File: config.mk
export PLATFORM = sky130hd
export DESIGN_NAME = nat_cell
export DESIGN_NICKNAME = d
export VERILOG_FILES = /design/src/hw/rtl/nat_pkg.sv /design/src/hw/rtl/nat_cell.sv
export SDC_FILE = /design/constraint.sdc
export NUM_CORES = 1
export LEC_CHECK = 0
export ABC_AREA = 1
export BUFFER_PORTS_ARGS = -buffer_cell sky130_fd_sc_hd__buf_4
export CAP_MARGIN = 5
export CORE_AREA = 2 2 121 123
export DETAILED_ROUTE_END_ITERATION = 8
export DIE_AREA = 0 0 123 125
export PLACE_DENSITY = 0.87
export SLEW_MARGIN = 5
export SYNTH_ARGS = -nofsm -noshare
export SYNTH_HDL_FRONTEND = slang
export SYNTH_SLANG_ARGS = --single-unit
export TNS_END_PERCENT = 50
File: constraint.sdc
create_clock -name clk_i -period 1.9 [get_ports clk_i]
set_input_delay 0.095 -clock clk_i [delete_from_list [all_inputs] [get_ports clk_i]]
set_output_delay 0.095 -clock clk_i [all_outputs]
set_load 0.005 [all_outputs]
File: src/hw/rtl/nat_pkg.sv
// shared types, codes and reset constants of the port-translation table
package nat_pkg;

  localparam int unsigned TableDepth = 64;

  localparam logic [31:0] ResetPublicAddr = 32'd0;
  localparam logic [15:0] ResetFirstPort  = 16'd1025;
  localparam logic [15:0] ResetLastPort   = 16'd65000;

  typedef enum logic [1:0] {
    RegPublicAddr = 2'd0,
    RegFirstPort  = 2'd1,
    RegLastPort   = 2'd2
  } nat_reg_e;

  typedef enum logic [1:0] {
    StHit  = 2'd0,
    StNew  = 2'd1,
    StMiss = 2'd2,
    StFull = 2'd3
  } nat_status_e;

  typedef struct packed {
    logic        action;
    logic        proto;
    logic [31:0] inside_address;
    logic [15:0] key_port;
  } nat_in_t;

  typedef struct packed {
    nat_status_e status;
    logic [31:0] mapped_address;
    logic [15:0] mapped_port;
  } nat_out_t;

  typedef struct packed {
    logic        kind;
    logic [31:0] inside_address;
    logic [15:0] inside_port;
    logic [15:0] outside_port;
  } nat_entry_t;

  // lookup token moving down the cell chain
  typedef struct packed {
    logic        valid;
    logic        action;
    logic        kind;
    logic [31:0] addr;
    logic [15:0] port;
    logic        hit;
    logic [31:0] res_addr;
    logic [15:0] res_port;
  } nat_tok_t;

endpackage

File: src/hw/rtl/nat_cell.sv
// one table cell: holds an entry, compares the passing token and forwards it
module nat_cell (
  input  logic              clk_i,
  input  logic              rst_ni,
  input  logic              live_i,
  input  logic              wr_en_i,
  input  nat_pkg::nat_entry_t wr_entry_i,
  input  nat_pkg::nat_tok_t tok_i,
  output nat_pkg::nat_tok_t tok_o
);

  nat_pkg::nat_entry_t entry_q;
  nat_pkg::nat_tok_t   tok_d;
  nat_pkg::nat_tok_t   tok_q;
  logic                match;

  always_ff @(posedge clk_i) begin
    if (wr_en_i) begin
      entry_q <= wr_entry_i;
    end
  end

  always_comb begin
    if (tok_i.action) begin
      match = entry_q.kind == tok_i.kind && entry_q.outside_port == tok_i.port;
    end else begin
      match = entry_q.kind == tok_i.kind && entry_q.inside_port == tok_i.port &&
              entry_q.inside_address == tok_i.addr;
    end
    match = match && live_i && tok_i.valid && !tok_i.hit;

    tok_d = tok_i;
    if (match) begin
      tok_d.hit      = 1'b1;
      tok_d.res_addr = entry_q.inside_address;
      tok_d.res_port = tok_i.action ? entry_q.inside_port : entry_q.outside_port;
    end
  end

  always_ff @(posedge clk_i or negedge rst_ni) begin
    if (!rst_ni) begin
      tok_q <= '0;
    end else begin
      tok_q <= tok_d;
    end
  end

  assign tok_o = tok_q;

endmodule

==> metrics.txt, run 1 <==
# TYPE chip_impl_metric gauge
chip_impl_info{name="status",value="complete, but fails checks"} 1
chip_impl_info{name="violations_in_the_final_reports",value="negative setup slack"} 1
chip_impl_metric{name="synth_enable_flop_cells",unit=""} 65
chip_impl_info{name="critPathLaunch",value="tok_i[54]"} 1
chip_impl_metric{name="routedWlPerCell",unit="um"} 19.8
chip_impl_metric{name="cts-htree-levels",unit=""} 4
chip_impl_metric{name="clk_latency",unit="ns"} 0.43
chip_impl_metric{name="synth_mux_area_frac",unit=""} 0
chip_impl_metric{name="timing_worst_slew_pin_value",unit="ns"} 0.505
chip_impl_metric{name="port_buffers",unit=""} 268
chip_impl_metric{name="final-setup-viol-count",unit=""} 48
chip_impl_metric{name="cts_clock_pin_slew_for_the_worst_setup_and_hold_paths",unit="ns"} 0.06
chip_impl_info{name="netlist_top_cells_count",value="nand2_1 (246), dfrtp_1 (100), inv_1 (74)"} 1
chip_impl_metric{name="finalCriticalPeriod",unit="ns"} 1.99
chip_impl_info{name="rsz0062_at_grt",value="true"} 1
chip_impl_metric{name="number_of_global_route_vias_before_repair",unit=""} 7117
chip_impl_metric{name="ff_latch_area",unit="sq mm"} 0.00445
chip_impl_info{name="tritoncts",value="built"} 1
chip_impl_metric{name="num_vias",unit=""} 6855
chip_impl_metric{name="synth_fp_nets",unit=""} 822
chip_impl_metric{name="xor_xnor_cell_area_share_of_the_yosys_netlist",unit=""} 0.0200
chip_impl_metric{name="synth_top_area_frac",unit=""} 0.381
chip_impl_metric{name="synthSimpleGateAreaFrac",unit=""} 0.220
chip_impl_metric{name="synthesis.area",unit="sq mm"} 0.00658
chip_impl_metric{name="synth_cell_type_count",unit=""} 21
chip_impl_metric{name="synth_adder_area_share",unit=""} 0
chip_impl_info{name="postSynth.topFlopCell",value="dfrtp_1"} 1
chip_impl_metric{name="postSynthRegisterBits",unit=""} 165
chip_impl_metric{name="clock_skew",unit="ns"} 0.0160
chip_impl_metric{name="number_of_antenna_violations_at_the_first_check_in_global_routing",unit=""} 1
chip_impl_metric{name="net_count_final",unit=""} 1268
chip_impl_metric{name="preCtsSetupSlack",unit="ns"} -0.0349
chip_impl_metric{name="cp.arrival",unit="ns"} 2.30
chip_impl_metric{name="first_iteration_detailed_routing_drc_count",unit=""} 581
chip_impl_metric{name="vertical_extent_of_the_die",unit="um"} 125
chip_impl_metric{name="drtPass1Iterations",unit=""} 5
chip_impl_metric{name="multi_input_area",unit="sq mm"} 0.00186
chip_impl_metric{name="num_io_pins",unit=""} 269
chip_impl_metric{name="netlist_instances",unit=""} 653
chip_impl_info{name="netlist_top_cells_area",value="dfrtp_1 (38%), edfxtp_1 (30%), nand2_1 (14%), nand4_1 (4.8%), inv_1 (4.2%)"} 1
chip_impl_metric{name="async_reset_ff_frac",unit=""} 0.606
chip_impl_metric{name="layout_worst_path_cycle_share",unit=""} 1.05
chip_impl_metric{name="maxSlewViolCount",unit=""} 0
chip_impl_info{name="crit_path_end",value="tok_o[30]$_DFF_PN0_"} 1
chip_impl_info{name="cts.root.buffer_cell",value="clkbuf_16"} 1
chip_impl_metric{name="core_area",unit="sq mm"} 0.0142
chip_impl_info{name="hp-class",value="in -> reg"} 1
chip_impl_metric{name="drive_gt1_frac",unit=""} 0.315
chip_impl_metric{name="post_route_worst_setup_slack",unit="ns"} -0.0939
chip_impl_metric{name="whs_path_depth",unit=""} 2
chip_impl_info{name="timing.critical_path.from_type",value="input port"} 1
chip_impl_info{name="criticalPathCategory",value="in -> reg"} 1
chip_impl_metric{name="hpwlAfterDp",unit="mm"} 14.6
chip_impl_metric{name="ys.warnings.count",unit=""} 0
chip_impl_metric{name="floorplan.die_area",unit="sq mm"} 0.0154
chip_impl_metric{name="powerDensity",unit="mW/mm^2"} 771
chip_impl_metric{name="grt_remaining_overflow",unit=""} 0
chip_impl_metric{name="synth.avg_cell_area",unit="sq um"} 10.1
chip_impl_metric{name="max-cap-violations",unit=""} 0
chip_impl_metric{name="finalWirelength",unit="mm"} 25.7
chip_impl_metric{name="setup.reg_to_reg.worst_slack",unit="ns"} -0.09
chip_impl_metric{name="path_depth_of_the_worst_reg2reg_path",unit=""} 11
chip_impl_info{name="synth_top_family_by_area",value="simple AND/OR/NAND/NOR gates"} 1
chip_impl_metric{name="gp_routability_congestion",unit=""} 0.812
chip_impl_metric{name="grt_max_degree",unit=""} 66
chip_impl_info{name="endpoint_kind",value="flip-flop"} 1
chip_impl_info{name="reg_to_reg_startpoint",value="entry_q[5]$_DFFE_PP_"} 1
chip_impl_metric{name="route.antenna.remaining_nets",unit=""} 0
chip_impl_metric{name="area_growth_syn_to_layout",unit="%"} 71.7
chip_impl_metric{name="compound_gate_portion_of_the_synthesized_area",unit=""} 0.0207
chip_impl_metric{name="remaining_max_slew_budget_at_the_tightest_pin",unit=""} 0.663
chip_impl_metric{name="filler_cell_count",unit=""} 781
chip_impl_metric{name="die_width",unit="um"} 123
chip_impl_metric{name="cts.path.max_buffers",unit=""} 2
chip_impl_metric{name="grtUsageTotal",unit=""} 0.327
chip_impl_metric{name="synth-seq-area-share",unit=""} 0.677
chip_impl_metric{name="critical_path_required",unit="ns"} 2.21
chip_impl_metric{name="viasPerCell",unit=""} 5.29
chip_impl_metric{name="maximum_vdd_ir_drop",unit="uV"} 517
chip_impl_metric{name="num_rows",unit=""} 44
chip_impl_metric{name="wire_length_of_the_first_global_routing_pass",unit="mm"} 37.1
chip_impl_metric{name="timing.hold.ws",unit="ns"} 0.0829
chip_impl_metric{name="crit_path_max_fanout",unit=""} 14
chip_impl_info{name="worst_r2r_endpoint",value="tok_o[30]$_DFF_PN0_"} 1
chip_impl_info{name="netlist.top_cell.by_area",value="dfrtp_1"} 1
chip_impl_metric{name="floorplan.initialDensity",unit=""} 0.463
chip_impl_metric{name="cts_buffers",unit=""} 17
chip_impl_metric{name="timing.final.hold_violations",unit=""} 0
chip_impl_metric{name="static-leakage-power",unit="nW"} 5.55
chip_impl_metric{name="drt_drc_violations_left",unit=""} 0
chip_impl_metric{name="clkSinkCount",unit=""} 165
chip_impl_info{name="synth_most_common_cell",value="nand2_1"} 1
chip_impl_metric{name="max_clock_freq",unit="MHz"} 502
-- state kept, by name, summed over array words and instances (netlist names) --
signal,count
tok_o,100
entry_q,65
-- cell usage in the layout (no fill, tap or decap) --
master / instances
buf_12: 6
bufinv_16: 1
inv_4: 1
nand4_1: 50
clkinv_2: 4
o21ai_0: 19
xor2_1: 6
buf_4: 276
nand2_1: 219
diode_2: 1
a21oi_4: 1
o22ai_1: 3
buf_8: 1
inv_2: 1
nor2_1: 44
inv_1: 73
xnor2_1: 8
nand2_2: 19
o211ai_1: 1
nor2_2: 4
xnor2_2: 1
dfrtp_1: 100
clkbuf_8: 2
nand3_4: 1
buf_6: 1
nand3_1: 2
clkbuf_16: 19
nand2_4: 9
clkbuf_1: 5
edfxtp_1: 65
inv_6: 1
nor3_1: 1
clkinvlp_4: 1
a21oi_1: 2
clkinv_4: 1
dlygate4sd3_1: 164
-- worst min path at each step --
| stage | slack, ns | to | start |
|---|---|---|---|
| floorplan | -0.20 | tok_o[0]$_DFF_PN0_ | rst_ni |
| global placement | 0.09 | tok_o[72]$_DFF_PN0_ | rst_ni |
| detailed placement | 0.09 | tok_o[72]$_DFF_PN0_ | rst_ni |
| CTS | 0.07 | tok_o[98]$_DFF_PN0_ | tok_i[98] |
| global route | 0.08 | tok_o[98]$_DFF_PN0_ | tok_i[98] |
| finish | 0.08 | tok_o[98]$_DFF_PN0_ | tok_i[98] |
-- per-stage QoR --
step | std cells | instance area [sq um] | total power, mW | utilization | TNS, ns
6_report | 1297 | 11300 | 8.70 | 0.795 | -2.71
3_5_place_dp | 1097 | 8890 | 5.12 | 0.626 | -0.560
3_3_place_gp | 1097 | 8890 | 5.08 | 0.626 | 0
4_1_cts | 1294 | 11100 | 8.58 | 0.782 | 0
5_1_grt | 1297 | 11300 | 8.98 | 0.795 | -7.38
2_1_floorplan | 653 | 6580 | 4.41 | - | 0
-- worst max-delay path, stage by stage --
cell and delay (ns):
dlygate4sd3_1 0.54, buf_4 0.13, inv_1 0.10, nand2_1 0.09, nand2_1 0.05, nor3_1 0.18, nand2_1 0.11, nor2_2 0.14
nand4_1 0.18, nand2_2 0.17, nand3_4 0.14, clkbuf_16 0.24, nand2_1 0.07, nand2_1 0.06
-- power by group --
group | switching (mW) | internal [mW]
Sequential | 0.127 | 3.95
Clock | 1.40 | 1.87
Combinational | 0.623 | 0.735
Total | 2.15 | 6.55
-- logic make-up (layout without fill, tap and decap cells) --
logic type | Yosys count | in the layout
AO/OA/AOI/OAI | 26 | 26
XOR/XNOR | 15 | 15
buffers and inverters | 98 | 557
flip-flops | 165 | 165
other | 0 | 1
AND/OR/NAND/NOR | 349 | 349
-- area by class of cell --
class | count | share of cell area
Sequential cell | 165 | 0.394
Timing Repair Buffer | 450 | 0.346
Multi-Input combinational cell | 390 | 0.165
Clock buffer | 24 | 0.0418
Inverter | 75 | 0.0252
Tap cell | 184 | 0.0204
Clock inverter | 8 | 0.00665
Antenna cell | 1 | 0.000222
-- per-layer routing --
layer,GRT usage,vias up,share of wire
met5,0,-,0
met4,0.177,0,0.053
met3,0.0794,130,0.077
met2,0.593,466,0.53
met1,0.341,3284,0.34
li1,-,2975,-
-- repair_timing --
item,in CTS,in global routing
pin swaps,1,3
cloned,0,2
setup endpoints to repair,48,49
gates resized for setup,2,43
hold buffers,164,0
hold endpoints to repair,198,0
buffers inserted,1,0
Power figures use the tool's default switching activity.
==> run 2, diff against run 1 <==
--- a/config.mk
+++ b/config.mk
@@ -8,10 +8,11 @@
 export ABC_AREA = 1
 export BUFFER_PORTS_ARGS = -buffer_cell sky130_fd_sc_hd__buf_4
 export CAP_MARGIN = 5
-export CORE_AREA = 2 2 121 123
+export CORE_AREA = 2 2 115 128
 export DETAILED_ROUTE_END_ITERATION = 8
-export DIE_AREA = 0 0 123 125
-export PLACE_DENSITY = 0.87
+export DIE_AREA = 0 0 117 130
+export PLACE_DENSITY = 0.88
+export SKIP_CTS_REPAIR_TIMING = 1
 export SLEW_MARGIN = 5
 export SYNTH_ARGS = -nofsm -noshare
 export SYNTH_HDL_FRONTEND = slang
==> run 2 against run 1 <==
Compared with the run above: the run still ends with negative setup slack left; clock-buffer cell count fell by 3; fmax fell by 5.0%; via count down 0.32%; wire length is 1.1% higher; register-to-register slack lost 0.11 ns; sequential power about the same; setup slack lost 0.11 ns; clock skew decreased by 0.0083 ns; critical path type is now reg -> reg; highest routed layer unchanged.
==> metrics.txt, run 2 (synthesized netlist as in run 1, its figures left out) <==
# TYPE chip_impl_metric gauge
chip_impl_metric{name="max_clock_freq",unit="MHz"} 476
chip_impl_metric{name="grt_max_degree",unit=""} 101
chip_impl_info{name="leading_cell_type_in_the_layout_fill_and_taps_excluded",value="buf_4"} 1
chip_impl_metric{name="final-setup-viol-count",unit=""} 48
chip_impl_metric{name="power_frac_seq",unit=""} 0.468
chip_impl_metric{name="max-cap-violations",unit=""} 0
chip_impl_info{name="endpoint_kind",value="flip-flop"} 1
chip_impl_metric{name="maximum_vdd_ir_drop",unit="uV"} 617
chip_impl_metric{name="switch_pwr",unit="mW"} 2.14
chip_impl_metric{name="num_rows",unit=""} 46
chip_impl_metric{name="final_core_utilization",unit=""} 0.796
chip_impl_metric{name="grtUsageTotal",unit=""} 0.263
chip_impl_info{name="criticalPathCategory",value="reg -> reg"} 1
chip_impl_metric{name="clockPowerShare",unit=""} 0.378
chip_impl_metric{name="total_power",unit="mW"} 8.70
chip_impl_metric{name="first_iteration_detailed_routing_drc_count",unit=""} 620
chip_impl_metric{name="critical_path_required",unit="ns"} 2.18
chip_impl_metric{name="die_width",unit="um"} 117
chip_impl_metric{name="viasPerCell",unit=""} 5.23
chip_impl_metric{name="powerDensity",unit="mW/mm^2"} 775
chip_impl_info{name="violations_in_the_final_reports",value="negative setup slack"} 1
chip_impl_metric{name="clk_latency",unit="ns"} 0.42
chip_impl_metric{name="routedWlPerCell",unit="um"} 19.9
chip_impl_info{name="grt-busiest-layer",value="met2"} 1
chip_impl_metric{name="drtPass1Iterations",unit=""} 5
chip_impl_metric{name="finalCriticalPeriod",unit="ns"} 2.10
chip_impl_metric{name="use_met1",unit=""} 0.303
chip_impl_metric{name="power.share.combinational",unit=""} 0.154
chip_impl_metric{name="cellInternalPower",unit="mW"} 6.56
chip_impl_metric{name="core_area",unit="sq mm"} 0.0141
chip_impl_metric{name="wire_length_of_the_first_global_routing_pass",unit="mm"} 29.1
chip_impl_metric{name="stdcell_area",unit="sq mm"} 0.0112
chip_impl_info{name="timing.critical_path.from_type",value="flip-flop"} 1
chip_impl_metric{name="grt_remaining_overflow",unit=""} 0
chip_impl_metric{name="largest_reg_flops",unit=""} 100
chip_impl_metric{name="cts_buffers",unit=""} 17
chip_impl_metric{name="num_io_pins",unit=""} 269
chip_impl_metric{name="timing.final.hold_violations",unit=""} 0
chip_impl_metric{name="finalWirelength",unit="mm"} 26.0
chip_impl_metric{name="number_of_antenna_violations_at_the_first_check_in_global_routing",unit=""} 1
chip_impl_metric{name="floorplan.initialDensity",unit=""} 0.466
chip_impl_metric{name="crit_path_max_fanout",unit=""} 24
chip_impl_info{name="tritoncts",value="built"} 1
chip_impl_metric{name="clock_skew",unit="ns"} 0.00767
chip_impl_info{name="status",value="complete, but fails checks"} 1
chip_impl_metric{name="cts-htree-levels",unit=""} 4
chip_impl_metric{name="number_of_global_route_vias_before_repair",unit=""} 5521
chip_impl_metric{name="cts.path.max_buffers",unit=""} 2
chip_impl_metric{name="area_growth_syn_to_layout",unit="%"} 70.8
chip_impl_metric{name="drive_gt1_frac",unit=""} 0.305
chip_impl_metric{name="floorplan.die_area",unit="sq mm"} 0.0152
chip_impl_info{name="hp-class",value="in -> reg"} 1
chip_impl_metric{name="layout_worst_path_cycle_share",unit=""} 1.10
chip_impl_metric{name="static-leakage-power",unit="nW"} 5.54
chip_impl_metric{name="grt_use_met2",unit=""} 0.471
chip_impl_metric{name="timing_worst_slew_pin_value",unit="ns"} 0.571
chip_impl_info{name="final_cell_mix",value="buf_4 (279), nand2_1 (230), dlygate4sd3_1 (164)"} 1
chip_impl_metric{name="maxSlewViolCount",unit=""} 0
chip_impl_metric{name="drt_drc_violations_left",unit=""} 0
chip_impl_metric{name="post_route_worst_setup_slack",unit="ns"} -0.199
chip_impl_metric{name="num_vias",unit=""} 6833
chip_impl_metric{name="gp_routability_congestion",unit=""} 0.842
chip_impl_info{name="rsz0062_at_grt",value="true"} 1
chip_impl_metric{name="cts_clock_pin_slew_for_the_worst_setup_and_hold_paths",unit="ns"} 0.06
chip_impl_metric{name="netSwitchingFraction",unit=""} 0.246
chip_impl_metric{name="remaining_max_slew_budget_at_the_tightest_pin",unit=""} 0.619
chip_impl_metric{name="hpwlAfterDp",unit="mm"} 14.7
chip_impl_metric{name="clkSinkCount",unit=""} 165
chip_impl_metric{name="cp.arrival",unit="ns"} 2.38
chip_impl_metric{name="vertical_extent_of_the_die",unit="um"} 130
chip_impl_metric{name="filler_cell_count",unit=""} 772
chip_impl_metric{name="timing.hold.ws",unit="ns"} 0.0933
chip_impl_metric{name="route.antenna.remaining_nets",unit=""} 0
chip_impl_metric{name="port_buffers",unit=""} 268
chip_impl_metric{name="net_count_final",unit=""} 1270
chip_impl_metric{name="dpl_cell_area",unit="sq mm"} 0.00888
chip_impl_metric{name="grt_util_met3",unit=""} 0.0492
chip_impl_info{name="cts.root.buffer_cell",value="clkbuf_16"} 1
chip_impl_metric{name="preCtsSetupSlack",unit="ns"} -0.0726
[run 2: changes by cell type in the layout (fill, tap and decap cells not counted), sizes merged]
cell      delta
clkbuf       -4
buf          +3
clkinv       +2
clkinvlp     +1
[run 2: area by class of cell]
cell class,count,area (sq um),area share
Inverter,75,284,0.0253
Clock inverter,11,103,0.00914
Antenna cell,1,2.50,0.000223
Clock buffer,21,460,0.0410
Tap cell,192,240,0.0214
Sequential cell,165,4450,0.397
Timing Repair Buffer,452,3900,0.347
Multi-Input combinational cell,390,1790,0.159
[run 2: worst paths after layout]
| kind | from | depth (start not counted) | slack [ns] | to |
|---|---|---|---|---|
| min reg2reg | entry_q[60]$_DFFE_PP_ | 2 | 0.55 | tok_o[44]$_DFF_PN0_ |
| min in group asynchronous | rst_ni | 3 | 0.26 | tok_o[88]$_DFF_PN0_ |
| min | tok_i[98] | 2 | 0.09 | tok_o[98]$_DFF_PN0_ |
| max in group asynchronous | rst_ni | 3 | 1.18 | tok_o[98]$_DFF_PN0_ |
| max | entry_q[20]$_DFFE_PP_ | 13 | -0.20 | tok_o[12]$_DFF_PN0_ |
| max reg2reg | entry_q[20]$_DFFE_PP_ | 13 | -0.20 | tok_o[12]$_DFF_PN0_ |
[run 2: metal layers]
metal  wire length, um  up-vias
met1              8530     3233
li1                  -     2982
met4              1420        0
met2             14000      494
met3              2000      124
met5                 0        -
[run 2: power by group through the flow]
stage          clock, mW  sequential [mW]  combinational (mW)
5_1_grt             3.47             4.09                1.44
4_1_cts             3.28             4.06               0.996
2_1_floorplan          0             4.12               0.290
3_5_place_dp           0             4.12               0.988
3_3_place_gp           0             4.11               0.961
6_report            3.29             4.07                1.34
[run 2: per-stage QoR]
| stage | std cells | setup TNS [ns] |
|---|---|---|
| 2_1_floorplan | 653 | 0 |
| 3_3_place_gp | 1104 | -0.0661 |
| 3_5_place_dp | 1104 | -1.63 |
| 4_1_cts | 1136 | -2.29 |
| 5_1_grt | 1307 | -11.10 |
| 6_report | 1307 | -5.94 |
[run 2: worst max-delay path, cell delays in order (launching register included)]
cell      delay, ns
edfxtp_1       0.41
nor2_1         0.14
nor2_1         0.08
nor2_1         0.17
nand2_1        0.09
nor2_1         0.10
nand2_1        0.11
nor2_1         0.11
nand2_1        0.10
nand2_4        0.11
nand3_4        0.13
buf_12         0.23
nand2_1        0.08
nand2_1        0.09
==> run 3, diff against run 2 <==
--- a/config.mk
+++ b/config.mk
@@ -8,11 +8,14 @@
 export ABC_AREA = 1
 export BUFFER_PORTS_ARGS = -buffer_cell sky130_fd_sc_hd__buf_4
 export CAP_MARGIN = 5
-export CORE_AREA = 2 2 115 128
+export CELL_PAD_IN_SITES_DETAIL_PLACEMENT = 1
+export CELL_PAD_IN_SITES_GLOBAL_PLACEMENT = 2
+export CORE_AREA = 2 2 180 138
 export DETAILED_ROUTE_END_ITERATION = 8
-export DIE_AREA = 0 0 117 130
+export DIE_AREA = 0 0 182 140
 export PLACE_DENSITY = 0.88
 export SKIP_CTS_REPAIR_TIMING = 1
+export SKIP_LAST_GASP = 1
 export SLEW_MARGIN = 5
 export SYNTH_ARGS = -nofsm -noshare
 export SYNTH_HDL_FRONTEND = slang
==> run 3 against run 2 <==
Compared with the run above: the flow still finishes with violations (negative setup slack); setup slack better by 0.054 ns; cell count up 9.7%; clock power up 6.4%.
==> metrics.txt, run 3 (synthesized netlist as in run 1, its figures left out) <==
# TYPE chip_impl_metric gauge
chip_impl_info{name="status",value="complete, but fails checks"} 1
chip_impl_info{name="violations_in_the_final_reports",value="negative setup slack"} 1
chip_impl_metric{name="cp.arrival",unit="ns"} 2.37
chip_impl_metric{name="cts_buffers",unit=""} 17
chip_impl_metric{name="final-setup-viol-count",unit=""} 48
chip_impl_metric{name="total_power",unit="mW"} 8.97
chip_impl_metric{name="hpwlAfterDp",unit="mm"} 18.2
chip_impl_metric{name="static-leakage-power",unit="nW"} 5.71
chip_impl_metric{name="maxSlewViolCount",unit=""} 0
chip_impl_metric{name="largest_reg_flops",unit=""} 100
chip_impl_metric{name="route.antenna.remaining_nets",unit=""} 0
chip_impl_metric{name="use_met1",unit=""} 0.253
chip_impl_metric{name="clock_skew",unit="ns"} 0.0131
chip_impl_metric{name="cts_clock_pin_slew_for_the_worst_setup_and_hold_paths",unit="ns"} 0.07
chip_impl_metric{name="max-cap-violations",unit=""} 0
chip_impl_metric{name="first_iteration_detailed_routing_drc_count",unit=""} 220
chip_impl_metric{name="stdcell_area",unit="sq mm"} 0.0118
chip_impl_metric{name="final_core_utilization",unit=""} 0.498
chip_impl_metric{name="netSwitchingFraction",unit=""} 0.250
chip_impl_metric{name="core_area",unit="sq mm"} 0.0237
chip_impl_metric{name="preCtsSetupSlack",unit="ns"} -0.158
chip_impl_metric{name="grt_max_degree",unit=""} 66
chip_impl_metric{name="drt_drc_violations_left",unit=""} 0
chip_impl_metric{name="setup-tns-final",unit="ns"} -4.97
chip_impl_info{name="tritoncts",value="built"} 1
chip_impl_metric{name="grt_use_met2",unit=""} 0.310
chip_impl_metric{name="drive_gt1_frac",unit=""} 0.348
chip_impl_metric{name="area_growth_syn_to_layout",unit="%"} 79.3
chip_impl_metric{name="cts.path.max_buffers",unit=""} 2
chip_impl_metric{name="cts-htree-levels",unit=""} 4
chip_impl_metric{name="antenna_cells",unit=""} 0
chip_impl_metric{name="grtUsageTotal",unit=""} 0.191
chip_impl_metric{name="clkSinkCount",unit=""} 165
chip_impl_info{name="hp-class",value="in -> async"} 1
chip_impl_metric{name="num_io_pins",unit=""} 269
chip_impl_metric{name="gp_routability_congestion",unit=""} 0.781
chip_impl_metric{name="routedWlPerCell",unit="um"} 20.1
chip_impl_metric{name="clockPowerShare",unit=""} 0.390
chip_impl_metric{name="powerDensity",unit="mW/mm^2"} 761
chip_impl_info{name="leading_cell_type_in_the_layout_fill_and_taps_excluded",value="buf_4"} 1
chip_impl_metric{name="max_clock_freq",unit="MHz"} 489
chip_impl_metric{name="viasPerCell",unit=""} 4.45
chip_impl_metric{name="floorplan.die_area",unit="sq mm"} 0.0255
chip_impl_metric{name="post_route_worst_setup_slack",unit="ns"} -0.146
chip_impl_metric{name="timing.hold.ws",unit="ns"} 0.0764
chip_impl_metric{name="power_frac_seq",unit=""} 0.453
chip_impl_metric{name="layout_worst_path_cycle_share",unit=""} 1.08
chip_impl_metric{name="grt_remaining_overflow",unit=""} 0
chip_impl_metric{name="finalWirelength",unit="mm"} 28.8
chip_impl_metric{name="net_count_final",unit=""} 1284
chip_impl_info{name="endpoint_kind",value="flip-flop"} 1
chip_impl_metric{name="num_rows",unit=""} 49
chip_impl_metric{name="critical_path_required",unit="ns"} 2.22
chip_impl_metric{name="maximum_vdd_ir_drop",unit="uV"} 561
chip_impl_info{name="cts.root.buffer_cell",value="clkbuf_16"} 1
chip_impl_metric{name="vertical_extent_of_the_die",unit="um"} 140
chip_impl_metric{name="switch_pwr",unit="mW"} 2.24
chip_impl_info{name="final_cell_mix",value="buf_4 (284), nand2_1 (200), dlygate4sd3_1 (164)"} 1
chip_impl_info{name="criticalPathCategory",value="reg -> reg"} 1
chip_impl_metric{name="post_layout_nonfiller_instances",unit=""} 1434
chip_impl_metric{name="remaining_max_slew_budget_at_the_tightest_pin",unit=""} 0.651
chip_impl_metric{name="port_buffers",unit=""} 268
chip_impl_metric{name="timing.final.hold_violations",unit=""} 0
chip_impl_metric{name="power.share.combinational",unit=""} 0.157
chip_impl_metric{name="dpl_cell_area",unit="sq mm"} 0.00909
chip_impl_metric{name="timing_worst_slew_pin_value",unit="ns"} 0.523
chip_impl_metric{name="number_of_antenna_violations_at_the_first_check_in_global_routing",unit=""} 0
chip_impl_metric{name="die_width",unit="um"} 182
chip_impl_metric{name="num_vias",unit=""} 6379
chip_impl_metric{name="number_of_global_route_vias_before_repair",unit=""} 5985
chip_impl_metric{name="cellInternalPower",unit="mW"} 6.73
chip_impl_metric{name="finalCriticalPeriod",unit="ns"} 2.05
chip_impl_metric{name="floorplan.initialDensity",unit=""} 0.278
chip_impl_metric{name="wire_length_of_the_first_global_routing_pass",unit="mm"} 35.7
chip_impl_metric{name="place_inst",unit=""} 1226
chip_impl_info{name="rsz0062_at_grt",value="true"} 1
chip_impl_info{name="grt-busiest-layer",value="met2"} 1
chip_impl_info{name="timing.critical_path.from_type",value="flip-flop"} 1
chip_impl_metric{name="clk_latency",unit="ns"} 0.44
chip_impl_metric{name="drtPass1Iterations",unit=""} 4
chip_impl_metric{name="crit_path_max_fanout",unit=""} 5
chip_impl_metric{name="grt_util_met3",unit=""} 0.0507
-- run 3: cell count changes in the layout (fill, tap and decap cells not counted), moves of 3 or more --
cell / before / now
nand2_2: 16 / 34
o21ai_1: 0 / 3
nor2_1: 47 / 40
clkbuf_16: 18 / 25
o21ai_0: 19 / 15
nor2_4: 0 / 5
nand2_1: 230 / 200
buf_4: 279 / 284
clkinv_2: 2 / 5
nand2_4: 1 / 13
clkinv_4: 4 / 0
-- run 3: final cells by class --
type,instances,area [sq um]
repair buffers,466,4120
flip-flops and latches,165,4450
inverters,75,284
fillers,2591,11900
well taps,306,383
multi-input cells,390,1960
clock buffers,24,514
clock inverters,8,67.6
-- run 3: power groups by stage --
stage                     clock network [mW]  logic [mW]  registers (mW)
after floorplan                            0       0.290            4.12
after global placement                     0        1.03            4.12
after detailed placement                   0        1.06            4.13
after CTS                               3.57        1.06            4.06
after global routing                    3.70        1.53            4.09
final                                   3.50        1.41            4.07
-- run 3: layer usage --
metal / part of all wire / up-vias / wire length [um]
li1: - / 3010 / -
met1: 0.44 / 3137 / 12600
met2: 0.49 / 200 / 14200
met3: 0.055 / 32 / 1580
met4: 0.013 / 0 / 375
met5: 0 / - / 0
-- run 3: critical path, stage by stage (launching register included) --
cell       delay (ns)
edfxtp_1         0.41
nand2_1          0.11
nand2_2          0.11
nor2_4           0.13
nand2_1          0.06
nor2_1           0.10
nand2_1          0.08
nor2_1           0.13
nand2_1          0.08
nand2_2          0.12
nand3_4          0.11
clkbuf_16        0.21
clkbuf_16        0.17
nand2_2          0.06
nand2_1          0.06
-- run 3: worst paths after layout --
check	cells past startpoint	to	startpoint	slack (ns)
min in group clk_i	2	tok_o[98]$_DFF_PN0_	tok_i[98]	0.09
worst min register to register	2	tok_o[19]$_DFF_PN0_	entry_q[35]$_DFFE_PP_	0.55
worst max register to register	14	tok_o[18]$_DFF_PN0_	entry_q[51]$_DFFE_PP_	-0.15
worst max-delay path	14	tok_o[18]$_DFF_PN0_	entry_q[51]$_DFFE_PP_	-0.15
max in group asynchronous	3	tok_o[54]$_DFF_PN0_	rst_ni	1.08
worst min-delay path	2	tok_o[19]$_DFF_PN0_	rst_ni	0.08
